### src/rtl/gregorian_to_persian_date_unit_macros.svh
// Assertion macros for the Gregorian to Persian date unit.
`ifndef GREGORIAN_TO_PERSIAN_DATE_UNIT_MACROS_SVH
`define GREGORIAN_TO_PERSIAN_DATE_UNIT_MACROS_SVH

// Property checked on every rising edge of i_clk, off while i_rst_n is low.
`define GTP_ASSERT_PROP(lbl, prop, msg) \
    lbl: assert property (@(posedge i_clk) disable iff (!i_rst_n) prop) \
        else $error(msg);

// Condition that must never be seen.
`define GTP_ASSERT_NEVER(lbl, cond, msg) \
    `GTP_ASSERT_PROP(lbl, !(cond), msg)

`endif

### src/rtl/gtp_pkg.sv
// Types, constants and the month table shared by the date conversion pipeline.
`default_nettype none

package gtp_pkg;

    localparam logic [11:0] YearMin   = 12'd622;
    localparam logic [11:0] BaseOld   = 12'd621;
    localparam logic [11:0] BaseNew   = 12'd1600;
    localparam logic [11:0] JyNew     = 12'd979;
    localparam logic [19:0] DayOffset = 20'd80;
    localparam logic [13:0] Days33    = 14'd12053;
    localparam logic [10:0] Days4     = 11'd1461;
    localparam logic [8:0]  DaysYear  = 9'd365;
    localparam logic [8:0]  FirstHalf = 9'd186;

    // Reciprocals for the constant divisions: x / d = (x * m) >> s.
    localparam logic [12:0] Recip100  = 13'd5243;
    localparam int unsigned Shift100  = 19;
    localparam logic [11:0] Recip400  = 12'd2622;
    localparam int unsigned Shift400  = 20;
    localparam logic [20:0] Recip33   = 21'd1425360;
    localparam int unsigned Shift33   = 34;

    typedef struct packed {
        logic        bad;
        logic [11:0] jy;
        logic [19:0] days;
    } t_count;

    typedef struct packed {
        logic        bad;
        logic [11:0] jy;
        logic [10:0] days;
    } t_cyc;

    function automatic logic [8:0] month_start(input logic [3:0] month);
        logic [8:0] res;
        unique case (month)
            4'd1:    res = 9'd0;
            4'd2:    res = 9'd31;
            4'd3:    res = 9'd59;
            4'd4:    res = 9'd90;
            4'd5:    res = 9'd120;
            4'd6:    res = 9'd151;
            4'd7:    res = 9'd181;
            4'd8:    res = 9'd212;
            4'd9:    res = 9'd243;
            4'd10:   res = 9'd273;
            4'd11:   res = 9'd304;
            4'd12:   res = 9'd334;
            default: res = 9'd0;
        endcase
        return res;
    endfunction

endpackage

`default_nettype wire

### src/rtl/gtp_count.sv
// Day-count front end: base selection, leap corrections and the day number.
`default_nettype none

module gtp_count
    import gtp_pkg::*;
(
    input  wire logic        i_clk,
    input  wire logic        i_rst_n,
    input  wire logic        i_vld,
    output logic             o_rdy,
    input  wire logic [11:0] i_year,
    input  wire logic [3:0]  i_month,
    input  wire logic [4:0]  i_day,
    output logic             o_vld,
    input  wire logic        i_rdy,
    output t_count           o_data
);

    logic [2:0] r_vld;
    logic [2:0] stg_rdy;

    assign stg_rdy[2] = !r_vld[2] || i_rdy;
    assign stg_rdy[1] = !r_vld[1] || stg_rdy[2];
    assign stg_rdy[0] = !r_vld[0] || stg_rdy[1];
    assign o_rdy      = stg_rdy[0];
    assign o_vld      = r_vld[2];

    always_ff @(posedge i_clk) begin
        if (!i_rst_n) begin
            r_vld <= '0;
        end else begin
            if (stg_rdy[0]) r_vld[0] <= i_vld;
            if (stg_rdy[1]) r_vld[1] <= r_vld[0];
            if (stg_rdy[2]) r_vld[2] <= r_vld[1];
        end
    end

    // Stage 0: clamp, base and year offset
    logic        n_s0_bad;
    logic [11:0] year_c;
    logic        old_base;
    logic [11:0] n_s0_gyo;
    logic [11:0] n_s0_jy;
    logic [11:0] n_s0_y2;
    logic [8:0]  n_s0_dsum;

    logic        r_s0_bad;
    logic [11:0] r_s0_gyo;
    logic [11:0] r_s0_jy;
    logic [11:0] r_s0_y2;
    logic [8:0]  r_s0_dsum;

    always_comb begin
        n_s0_bad  = (i_month == 4'd0) || (i_month > 4'd12);
        year_c    = (i_year < YearMin) ? YearMin : i_year;
        old_base  = (year_c <= BaseNew);
        n_s0_gyo  = old_base ? (year_c - BaseOld) : (year_c - BaseNew);
        n_s0_jy   = old_base ? 12'd0 : JyNew;
        n_s0_y2   = (i_month > 4'd2) ? (n_s0_gyo + 12'd1) : n_s0_gyo;
        n_s0_dsum = month_start(i_month) + 9'(i_day);
    end

    always_ff @(posedge i_clk) begin
        if (stg_rdy[0]) begin
            r_s0_bad  <= n_s0_bad;
            r_s0_gyo  <= n_s0_gyo;
            r_s0_jy   <= n_s0_jy;
            r_s0_y2   <= n_s0_y2;
            r_s0_dsum <= n_s0_dsum;
        end
    end

    // Stage 1: year days and leap terms
    logic [20:0] mul365;
    logic [24:0] mul100;
    logic [23:0] mul400;

    logic        r_s1_bad;
    logic [11:0] r_s1_jy;
    logic [8:0]  r_s1_dsum;
    logic [19:0] r_s1_prod;
    logic [9:0]  r_s1_q4;
    logic [5:0]  r_s1_q100;
    logic [3:0]  r_s1_q400;

    assign mul365 = 21'(r_s0_gyo) * 21'(DaysYear);
    assign mul100 = 25'(r_s0_y2 + 12'd99) * 25'(Recip100);
    assign mul400 = 24'(r_s0_y2 + 12'd399) * 24'(Recip400);

    always_ff @(posedge i_clk) begin
        if (stg_rdy[1]) begin
            r_s1_bad  <= r_s0_bad;
            r_s1_jy   <= r_s0_jy;
            r_s1_dsum <= r_s0_dsum;
            r_s1_prod <= mul365[19:0];
            r_s1_q4   <= 10'((r_s0_y2 + 12'd3) >> 2);
            r_s1_q100 <= 6'(mul100 >> Shift100);
            r_s1_q400 <= 4'(mul400 >> Shift400);
        end
    end

    // Stage 2: day number
    t_count r_s2;

    always_ff @(posedge i_clk) begin
        if (stg_rdy[2]) begin
            r_s2.bad  <= r_s1_bad;
            r_s2.jy   <= r_s1_jy;
            r_s2.days <= r_s1_prod + 20'(r_s1_q4) + 20'(r_s1_q400) + 20'(r_s1_dsum)
                         - 20'(r_s1_q100) - DayOffset;
        end
    end

    assign o_data = r_s2;

endmodule

`default_nettype wire

### src/rtl/gtp_cycle.sv
// Cycle reduction: 33-year and 4-year cycles taken out of the day number.
`default_nettype none

module gtp_cycle
    import gtp_pkg::*;
(
    input  wire logic   i_clk,
    input  wire logic   i_rst_n,
    input  wire logic   i_vld,
    output logic        o_rdy,
    input  wire t_count i_data,
    output logic        o_vld,
    input  wire logic   i_rdy,
    output t_cyc        o_data
);

    logic [3:0] r_vld;
    logic [3:0] stg_rdy;

    assign stg_rdy[3] = !r_vld[3] || i_rdy;
    assign stg_rdy[2] = !r_vld[2] || stg_rdy[3];
    assign stg_rdy[1] = !r_vld[1] || stg_rdy[2];
    assign stg_rdy[0] = !r_vld[0] || stg_rdy[1];
    assign o_rdy      = stg_rdy[0];
    assign o_vld      = r_vld[3];

    always_ff @(posedge i_clk) begin
        if (!i_rst_n) begin
            r_vld <= '0;
        end else begin
            if (stg_rdy[0]) r_vld[0] <= i_vld;
            if (stg_rdy[1]) r_vld[1] <= r_vld[0];
            if (stg_rdy[2]) r_vld[2] <= r_vld[1];
            if (stg_rdy[3]) r_vld[3] <= r_vld[2];
        end
    end

    // Stage A: quotient estimate, low by at most one
    logic [40:0] mul33;
    t_count      r_a;
    logic [6:0]  r_a_q;

    assign mul33 = 41'(i_data.days) * 41'(Recip33);

    always_ff @(posedge i_clk) begin
        if (stg_rdy[0]) begin
            r_a   <= i_data;
            r_a_q <= 7'(mul33 >> Shift33);
        end
    end

    // Stage B: remainder from the estimate
    logic [19:0] sub33;
    logic        r_b_bad;
    logic [11:0] r_b_jy;
    logic [14:0] r_b_rem;

    assign sub33 = 20'(r_a_q) * 20'(Days33);

    always_ff @(posedge i_clk) begin
        if (stg_rdy[1]) begin
            r_b_bad <= r_a.bad;
            r_b_jy  <= r_a.jy + 12'(12'(r_a_q) * 12'd33);
            r_b_rem <= 15'(r_a.days - sub33);
        end
    end

    // Stage C: correction of the estimate
    logic        r_c_bad;
    logic [11:0] r_c_jy;
    logic [13:0] r_c_rem;

    always_ff @(posedge i_clk) begin
        if (stg_rdy[2]) begin
            r_c_bad <= r_b_bad;
            if (r_b_rem >= 15'(Days33)) begin
                r_c_jy  <= r_b_jy + 12'd33;
                r_c_rem <= 14'(r_b_rem - 15'(Days33));
            end else begin
                r_c_jy  <= r_b_jy;
                r_c_rem <= 14'(r_b_rem);
            end
        end
    end

    // Stage D: 4-year cycles, quotient 0..8 by parallel compares
    logic [3:0] q4y;
    t_cyc       r_d;

    always_comb begin
        q4y = 4'd0;
        for (int k = 1; k <= 8; k++) begin
            if (r_c_rem >= 14'(k * 1461)) q4y = 4'(k);
        end
    end

    always_ff @(posedge i_clk) begin
        if (stg_rdy[3]) begin
            r_d.bad  <= r_c_bad;
            r_d.jy   <= r_c_jy + 12'({q4y, 2'b00});
            r_d.days <= 11'(r_c_rem - 14'(14'(q4y) * 14'(Days4)));
        end
    end

    assign o_data = r_d;

endmodule

`default_nettype wire

### src/rtl/gtp_split.sv
// Year, month and day split of the day within a 4-year cycle.
`default_nettype none

module gtp_split
    import gtp_pkg::*;
(
    input  wire logic        i_clk,
    input  wire logic        i_rst_n,
    input  wire logic        i_vld,
    output logic             o_rdy,
    input  wire t_cyc        i_data,
    output logic             o_vld,
    input  wire logic        i_rdy,
    output logic [11:0]      o_year,
    output logic [3:0]       o_month,
    output logic [4:0]       o_day,
    output logic             o_bad
);

    logic [1:0] r_vld;
    logic [1:0] stg_rdy;

    assign stg_rdy[1] = !r_vld[1] || i_rdy;
    assign stg_rdy[0] = !r_vld[0] || stg_rdy[1];
    assign o_rdy      = stg_rdy[0];
    assign o_vld      = r_vld[1];

    always_ff @(posedge i_clk) begin
        if (!i_rst_n) begin
            r_vld <= '0;
        end else begin
            if (stg_rdy[0]) r_vld[0] <= i_vld;
            if (stg_rdy[1]) r_vld[1] <= r_vld[0];
        end
    end

    // Stage A: year inside the 4-year cycle
    logic [10:0] dm1;
    logic [1:0]  qy;
    logic [8:0]  n_a_rem;
    logic [11:0] n_a_jy;

    logic        r_a_bad;
    logic [11:0] r_a_jy;
    logic [8:0]  r_a_rem;

    always_comb begin
        dm1 = i_data.days - 11'd1;
        qy  = 2'd0;
        if (i_data.days > 11'(DaysYear)) begin
            if (dm1 >= 11'd1095)     qy = 2'd3;
            else if (dm1 >= 11'd730) qy = 2'd2;
            else                     qy = 2'd1;
            n_a_rem = 9'(dm1 - 11'(11'(qy) * 11'(DaysYear)));
        end else begin
            n_a_rem = 9'(i_data.days);
        end
        n_a_jy = i_data.jy + 12'(qy);
    end

    always_ff @(posedge i_clk) begin
        if (stg_rdy[0]) begin
            r_a_bad <= i_data.bad;
            r_a_jy  <= n_a_jy;
            r_a_rem <= n_a_rem;
        end
    end

    // Stage B: month and day; zero fields on a bad month
    logic [8:0] tail;
    logic [2:0] qm;
    logic [3:0] n_month;
    logic [4:0] n_day;

    always_comb begin
        tail = r_a_rem - FirstHalf;
        qm   = 3'd0;
        if (r_a_rem < FirstHalf) begin
            for (int k = 1; k <= 5; k++) begin
                if (r_a_rem >= 9'(k * 31)) qm = 3'(k);
            end
            n_month = 4'd1 + 4'(qm);
            n_day   = 5'(9'd1 + r_a_rem - 9'(9'(qm) * 9'd31));
        end else begin
            for (int k = 1; k <= 5; k++) begin
                if (tail >= 9'(k * 30)) qm = 3'(k);
            end
            n_month = 4'd7 + 4'(qm);
            n_day   = 5'(9'd1 + tail - 9'(9'(qm) * 9'd30));
        end
    end

    always_ff @(posedge i_clk) begin
        if (stg_rdy[1]) begin
            o_bad   <= r_a_bad;
            o_year  <= r_a_bad ? 12'd0 : r_a_jy;
            o_month <= r_a_bad ? 4'd0 : n_month;
            o_day   <= r_a_bad ? 5'd0 : n_day;
        end
    end

endmodule

`default_nettype wire

### src/rtl/gregorian_to_persian_date_unit.sv
// Top level of the Gregorian to Persian (Jalali) date converter.
//
//  Channel  Dir  tdata (low bit up)                     tuser
//  s_axis   in   year[11:0] month[15:12] day[20:16]     -
//  m_axis   out  year[11:0] month[15:12] day[20:16]     bad_month
//
//  Nine register stages: three for the day count, four for the 33-year and
//  4-year cycle reduction, two for the year and month split.
//  One item per cycle while m_axis is not stalled.
//  A stage takes a new item when it is empty or its item moves on, so a stall
//  on m_axis fills bubbles first and loses nothing.
//  Reset clears all valid bits; payload registers are not reset.
`default_nettype none
`include "gregorian_to_persian_date_unit_macros.svh"

module gregorian_to_persian_date_unit
    import gtp_pkg::*;
(
    input  wire logic        i_clk,
    input  wire logic        i_rst_n,
    input  wire logic        s_axis_tvalid,
    output logic             s_axis_tready,
    input  wire logic [23:0] s_axis_tdata,   // gregorian_year, gregorian_month, gregorian_day
    output logic             m_axis_tvalid,
    input  wire logic        m_axis_tready,
    output logic [23:0]      m_axis_tdata,   // persian_year, persian_month, persian_day
    output logic [0:0]       m_axis_tuser    // bad_month
);

    logic   cnt_vld;
    logic   cyc_rdy;
    t_count cnt_data;
    logic   cyc_vld;
    logic   spl_rdy;
    t_cyc   cyc_data;

    logic [11:0] out_year;
    logic [3:0]  out_month;
    logic [4:0]  out_day;
    logic        out_bad;

    gtp_count u_count (
        .i_clk   (i_clk),
        .i_rst_n (i_rst_n),
        .i_vld   (s_axis_tvalid),
        .o_rdy   (s_axis_tready),
        .i_year  (s_axis_tdata[11:0]),
        .i_month (s_axis_tdata[15:12]),
        .i_day   (s_axis_tdata[20:16]),
        .o_vld   (cnt_vld),
        .i_rdy   (cyc_rdy),
        .o_data  (cnt_data)
    );

    gtp_cycle u_cycle (
        .i_clk   (i_clk),
        .i_rst_n (i_rst_n),
        .i_vld   (cnt_vld),
        .o_rdy   (cyc_rdy),
        .i_data  (cnt_data),
        .o_vld   (cyc_vld),
        .i_rdy   (spl_rdy),
        .o_data  (cyc_data)
    );

    gtp_split u_split (
        .i_clk   (i_clk),
        .i_rst_n (i_rst_n),
        .i_vld   (cyc_vld),
        .o_rdy   (spl_rdy),
        .i_data  (cyc_data),
        .o_vld   (m_axis_tvalid),
        .i_rdy   (m_axis_tready),
        .o_year  (out_year),
        .o_month (out_month),
        .o_day   (out_day),
        .o_bad   (out_bad)
    );

    assign m_axis_tdata = {3'b000, out_day, out_month, out_year};
    assign m_axis_tuser = out_bad;

    `GTP_ASSERT_PROP(a_bad_zero, (m_axis_tvalid && m_axis_tuser[0]) |-> (m_axis_tdata == 24'd0), "bad month result carries nonzero fields")

    `GTP_ASSERT_PROP(a_good_range, (m_axis_tvalid && !m_axis_tuser[0]) |-> (m_axis_tdata[15:12] >= 4'd1 && m_axis_tdata[15:12] <= 4'd12 && m_axis_tdata[20:16] != 5'd0 && m_axis_tdata[23:21] == 3'd0), "result month or day out of range")

    `GTP_ASSERT_NEVER(a_no_idle_stall, !s_axis_tready && !(m_axis_tvalid && !m_axis_tready), "input stalled while the output side is free")

endmodule

`default_nettype wire
### config.mk
export PLATFORM = sky130hd
export DESIGN_NAME = gregorian_to_persian_date_unit
export DESIGN_NICKNAME = d
export VERILOG_FILES = /design/src/rtl/gtp_pkg.sv /design/src/rtl/gtp_count.sv /design/src/rtl/gtp_cycle.sv /design/src/rtl/gtp_split.sv /design/src/rtl/gregorian_to_persian_date_unit.sv
export VERILOG_INCLUDE_DIRS = /design/src /design/src/rtl
export SDC_FILE = /design/constraint.sdc
export NUM_CORES = 1
export LEC_CHECK = 0
export BUFFER_PORTS_ARGS = -buffer_cell sky130_fd_sc_hd__buf_4
export CAP_MARGIN = 0
export CORE_ASPECT_RATIO = 1.5
export CORE_MARGIN = 1.5
export CORE_UTILIZATION = 30
export DETAILED_ROUTE_END_ITERATION = 12
export GPL_ROUTABILITY_DRIVEN = 0
export SETUP_SLACK_MARGIN = 0.3
export SLEW_MARGIN = 20
export SYNTH_ARGS = -nofsm -noshare
export SYNTH_HDL_FRONTEND = slang
export SYNTH_HIERARCHICAL = 1
export SYNTH_SLANG_ARGS = --single-unit
### constraint.sdc
create_clock -name i_clk -period 12 [get_ports i_clk]
set_input_delay 2.4 -clock i_clk [delete_from_list [all_inputs] [get_ports i_clk]]
set_output_delay 2.4 -clock i_clk [all_outputs]
set_load 0.01 [all_outputs]
Word-level counts from Yosys, hierarchy flattened

Memory sizes are Yosys's and may differ from the RTL's.
Index checks and enable logic that the tools add are counted.

Bits in registers: 308
ROM bits: 144
Output and inout port bits: 27
Logic and storage cells: 163
Memories kept: 1

Add/subtract/negate cells: 28
$mul: 10
Order comparisons: 27
Mux-type cells: 33
Reductions and logical operators: 20

Memories:

| memory           | depth | bits a word | rd ports | clocked after Yosys merged registers in | wr ports | line          | source |
|---|---|---|---|---|---|---|---|
| (name not given) | 16    | 9           | 1        | 0                                       | 0        | gtp_pkg.sv:38 | `unique case (month)` |

Operator list:

| cell                                                   | count |
|---|---|
| two-way mux 12 bit                                     | 4 |
| >= comparator 14 x 13 -> 1 bit (second input constant) | 3 |
| >= comparator 14 bit (second input constant)           | 3 |
| multiplier 20 x 17 -> 37 bit (second input constant)   | 1 |
| >= comparator 9 x 7 -> 1 bit (second input constant)   | 4 |
| two-way mux 3 bit                                      | 10 |
| multiplier 25 x 13 -> 25 bit (second input constant)   | 1 |
| multiplier 24 x 11 -> 23 bit (second input constant)   | 1 |
| adder 20 x 10 -> 20 bit                                | 1 |
| adder 20 x 4 -> 20 bit                                 | 1 |
| adder 20 x 9 -> 20 bit                                 | 1 |
| multiplier 12 x 9 -> 20 bit (second input constant)    | 1 |
| two-way mux 2 bit                                      | 10 |
| subtractor 20 x 6 -> 20 bit                            | 1 |
| subtractor 20 x 7 -> 20 bit (second input constant)    | 1 |
| >= comparator 9 x 5 -> 1 bit (second input constant)   | 2 |
| >= comparator 9 x 6 -> 1 bit (second input constant)   | 2 |
| >= comparator 9 x 8 -> 1 bit (second input constant)   | 2 |
| >= comparator 15 x 14 -> 1 bit (second input constant) | 1 |
| multiplier 7 x 14 -> 15 bit (second input constant)    | 1 |
| subtractor 15 bit                                      | 1 |
| >= comparator 14 x 11 -> 1 bit (second input constant) | 1 |
| >= comparator 14 x 12 -> 1 bit (second input constant) | 1 |
| two-way mux 14 bit                                     | 1 |
| 41 further kinds                                       | 63 |

Longest topological paths before layout

Depth after elaboration: 11
Mapped depth: 27
Depth with buffers taken out: 26

Cells and area by module

The synthesis kept the hierarchy.

Modules (own cells, without submodules):

| module                         | times used | cells an instance | area each (um^2) | sequential area each (um^2) |
|---|---|---|---|---|
| gtp_cycle                      | 1          | 1368              | 14795.4          | 3503.4 |
| gtp_count                      | 1          | 1429              | 14794.2          | 3303.2 |
| gtp_split                      | 1          | 428               | 4108.9           | 1361.3 |
| gregorian_to_persian_date_unit | 1          | 4                 | 26.3             | 0.0 |

Worst setup path before layout

Ideal clock, no wire load.

Kind: input to output
From: in m_axis_tready
To: out s_axis_tready
Arrival time: 5721 ps
Slack: 3879 ps
Cell stages on the path: 7
Path through: nor2b_1 > nand2_1 > nor2b_1 > and3_1 > nand2_1 > nor2b_1 > nand3_1

Word-level cells in the longest chain between the ends: 9

RTL lines:

| item             | line                                 | source |
|---|---|---|
| from (decl)      | gregorian_to_persian_date_unit.sv:25 | `input wire logic m_axis_tready,` |
| logical OR 1 bit | gtp_split.sv:23                      | `assign stg_rdy[1] = !r_vld[1] \|\| i_rdy;` |
| logical OR 1 bit | gtp_split.sv:24                      | `assign stg_rdy[0] = !r_vld[0] \|\| stg_rdy[1];` |
| via spl_rdy      | gregorian_to_persian_date_unit.sv:34 | `logic spl_rdy;` |
| logical OR 1 bit | gtp_cycle.sv:20                      | `assign stg_rdy[3] = !r_vld[3] \|\| i_rdy;` |
| logical OR 1 bit | gtp_cycle.sv:21                      | `assign stg_rdy[2] = !r_vld[2] \|\| stg_rdy[3];` |
| logical OR 1 bit | gtp_cycle.sv:22                      | `assign stg_rdy[1] = !r_vld[1] \|\| stg_rdy[2];` |
| logical OR 1 bit | gtp_cycle.sv:23                      | `assign stg_rdy[0] = !r_vld[0] \|\| stg_rdy[1];` |
| via cyc_rdy      | gregorian_to_persian_date_unit.sv:31 | `logic cyc_rdy;` |
| logical OR 1 bit | gtp_count.sv:22                      | `assign stg_rdy[2] = !r_vld[2] \|\| i_rdy;` |
| logical OR 1 bit | gtp_count.sv:23                      | `assign stg_rdy[1] = !r_vld[1] \|\| stg_rdy[2];` |
| logical OR 1 bit | gtp_count.sv:24                      | `assign stg_rdy[0] = !r_vld[0] \|\| stg_rdy[1];` |
| to (decl)        | gregorian_to_persian_date_unit.sv:22 | `output logic s_axis_tready,` |

The timed path passes the listed nets, and every way through them passes these cells.

Worst setup path after layout

Same ends and word-level chain as after synthesis.

==> summary.txt <==
run status = completed
Hold Vio Cnt, Final = 0
Syn. warnings = 6
number of global-route vias before repair = 23108
Multi-input gate area = 22300 um2
worst slew pin tran = 0.975 ns
Clock Skew = 0.0246 ns
post-synthesis xor/xnor area fraction = 0.0592
Post-CTS Repair Setup Buffers = 0
Worst R2R Start = u_count/r_s0_y2[0]
CP Launch Type = input pin
Slew headroom = 0.348
first-pass GRT wire length = 111000 um
Final Slew Violations = 0
ys flop type = edfxtp_1
All-Layer GR Usage = 0.117
DRT iter0 DRCs = 704
Core Region = 111000 um2
drt wl/cell = 13.9 um
CTS H-tree depth = 1
arrival time at the worst endpoint = 5.56 ns
Core Util, Final = 0.329
CP max FO = 37
Hold-fix buffers, CTS = 0
Avg Cell Area, Syn = 10.4 um2
Vias = 21642
CTS tree = built
TritonCTS Buffers = 31
RSZ-0062 raised after global routing = false
Final Non-Filler Cells = 4730
Layout area overhead = 8.75%
Tcrit/Tclk final = 0.663
clock sinks = 275
Reg2Reg Depth = 25
I/O pin total = 55
Synth Area in Adders = 0.426
die width = 277 um
dpl cells = 4674
total grt overflow = 0
library cells used by synthesis = 104
Seq cells post-synth = 275
PostCTS Resize Cnt = 0
antenna diode count = 0
Vias/cell = 4.58
maximum capacitance violations = 0
share of layout cells above drive strength 1 = 0.0466
largest net degree at the start of global routing = 52
post-route ant nets = 0
Worst Path Class, Setup = in -> out
number of synthesized flops with an enable pin = 266
share of the synthesized area in the top cell type = 0.237
initial antenna violation count = 1
Synth Area in Compound Gates = 0.0916
Clk Latency, worst-skew pair = 0.57 ns
synthesized area = 33700 um2
post-synthesis sequential area ratio = 0.242
Worst Hold Class = reg -> reg
minimum clock period = 7.96 ns
asr flop ratio synth = 0
Fin Setup TNS = 0 ns
Die ar. = 114000 um2
mux contribution to synthesized area = 0.00568
Port Buf Inserts = 48
fill cell total of the finished layout = 11329
fmax = 0.126 GHz
critical path required time = 9.60 ns
initial core utilization = 0.303
fin area = 36700 um2
CP endpoint kind = primary output
R2R Setup Slk = 4.25 ns
DR DRC count = 0
top post-synthesis cells by area = edfxtp_1 (24%), fa_1 (21%), ha_1 (21%)
largest family of logic cells by synthesized area = adder cells
r2r endpoint = u_count/r_s1_q100[5]
sequential standard cell area = 8170 um2
Synth Area in Simple Gates = 0.0785
die height = 414 um
worst hold endpoint = u_count/r_s1_bad
Synth Instances = 3229
Detailed Place HPWL = 56200 um
maximum root-to-sink buffer count = 3
drt first pass iters = 5
CTS root buf = clkbuf_16
worst hold path depth = 0
nets@finish = 4223
row count = 150
leading area contributor after synthesis = edfxtp_1
Reg clk slew, reported paths = 0.06 ns
Post-Route WL = 66000 um
hold wc startpoint = u_count/r_s0_bad
placed cell area = 35700 um2
setup violators final = 0
[synthesized netlist by cell type (10+ instances only)]
master / n
xnor2_1: 155
fa_1: 361
o31ai_1: 12
o21ai_0: 81
a21o_1: 42
nor2b_1: 41
nand2_1: 91
mux2i_1: 12
a31oi_1: 15
o211ai_1: 13
buf_2: 10
ha_1: 571
nand3_1: 40
o21bai_1: 14
or3_1: 18
nand4_1: 15
and3_1: 13
nor3_1: 39
and2_1: 16
a21oi_1: 102
a21boi_0: 16
buf_4: 15
a211oi_1: 24
xor2_1: 73
nand3b_1: 12
edfxtp_1: 266
o21a_1: 29
nor2_1: 121
nand2b_1: 20
inv_1: 773
clkbuf_1: 32
[worst max path at each step]
stage / from / to / cells after the start
2_1_floorplan: m_axis_tready / s_axis_tready / 7
3_3_place_gp: m_axis_tready / s_axis_tready / 11
3_5_place_dp: m_axis_tready / s_axis_tready / 11
4_1_cts: m_axis_tready / s_axis_tready / 11
5_1_grt: m_axis_tready / s_axis_tready / 11
6_report: m_axis_tready / s_axis_tready / 11
[final cells by class]
class                   count  share of cell area
well taps                1444              0.0493
inverters                 776              0.0796
clock buffers              34              0.0215
flip-flops and latches    275               0.223
clock inverters            22             0.00624
repair buffers             57              0.0117
multi-input cells        2122               0.609
[critical path: stages]
cell     delay [ns]
buf_4          0.12
nor2b_1        0.22
nand2_1        0.59
nor2b_1        0.53
and3_1         0.29
nand2_1        0.08
buf_4          0.26
nor2b_1        0.40
nand3_2        0.11
buf_4          0.29
buf_4          0.22
[per-layer routing]
metal  routed length, um  up-vias  GRT usage
li1                    -    10716          -
met2               38100      235      0.249
met3                1210       99     0.0103
met1               24900    10590      0.119
met4                1830        2     0.0304
met5                  13        -          0
[per-stage QoR]
stage                     hold WS [ns]  worst slack, ns
after floorplan                  0.400             3.88
after global placement           0.403             4.05
after CTS                        0.420             4.00
after global routing             0.427             3.69
final                            0.418             4.04
after detailed placement         0.406             4.04
[flip-flops by register name, summed over array words and instances, names as in the netlist, 14 cells and up]
name,count
u_count/r_s1_prod,20
u_cycle/r_b_rem,15
u_cycle/r_a,28
u_cycle/r_c_rem,14
u_cycle/o_data,24
u_count/o_data,22
[kinds of logic (layout without fill, tap and decap cells)]
logic type               count (synthesis)  after routing
adder cells (fa/ha/maj)                932            932
buffers and inverters                  838            889
AND/OR/NAND/NOR                        490            490
AO/OA/AOI/OAI                          446            446
flip-flops                             275            275
XOR/XNOR                               228            228
multiplexers                            17             17
other                                    3              9
[placed cells by master, fill, tap and decap left out, types with 13 or more instances in the layout]
master     instances
a21boi_0          16
or3_1             18
clkbuf_16         31
xor2_1            73
inv_1            773
nand2_1           89
a21oi_1          102
and3_1            13
and2_1            16
o21ai_0           80
nor3_1            39
o211ai_1          13
a21o_1            42
buf_4             57
ha_1             571
nand4_1           15
fa_1             361
a211oi_1          24
xnor2_1          155
nor2b_1           41
edfxtp_1         266
o21bai_1          14
a31oi_1           15
nand2b_1          20
nand3_1           39
nor2_1           121
o21a_1            29
Power is left out: the tool's default activity adds up to more than one toggle a clock period on the data nets, which glitch-free logic cannot reach.
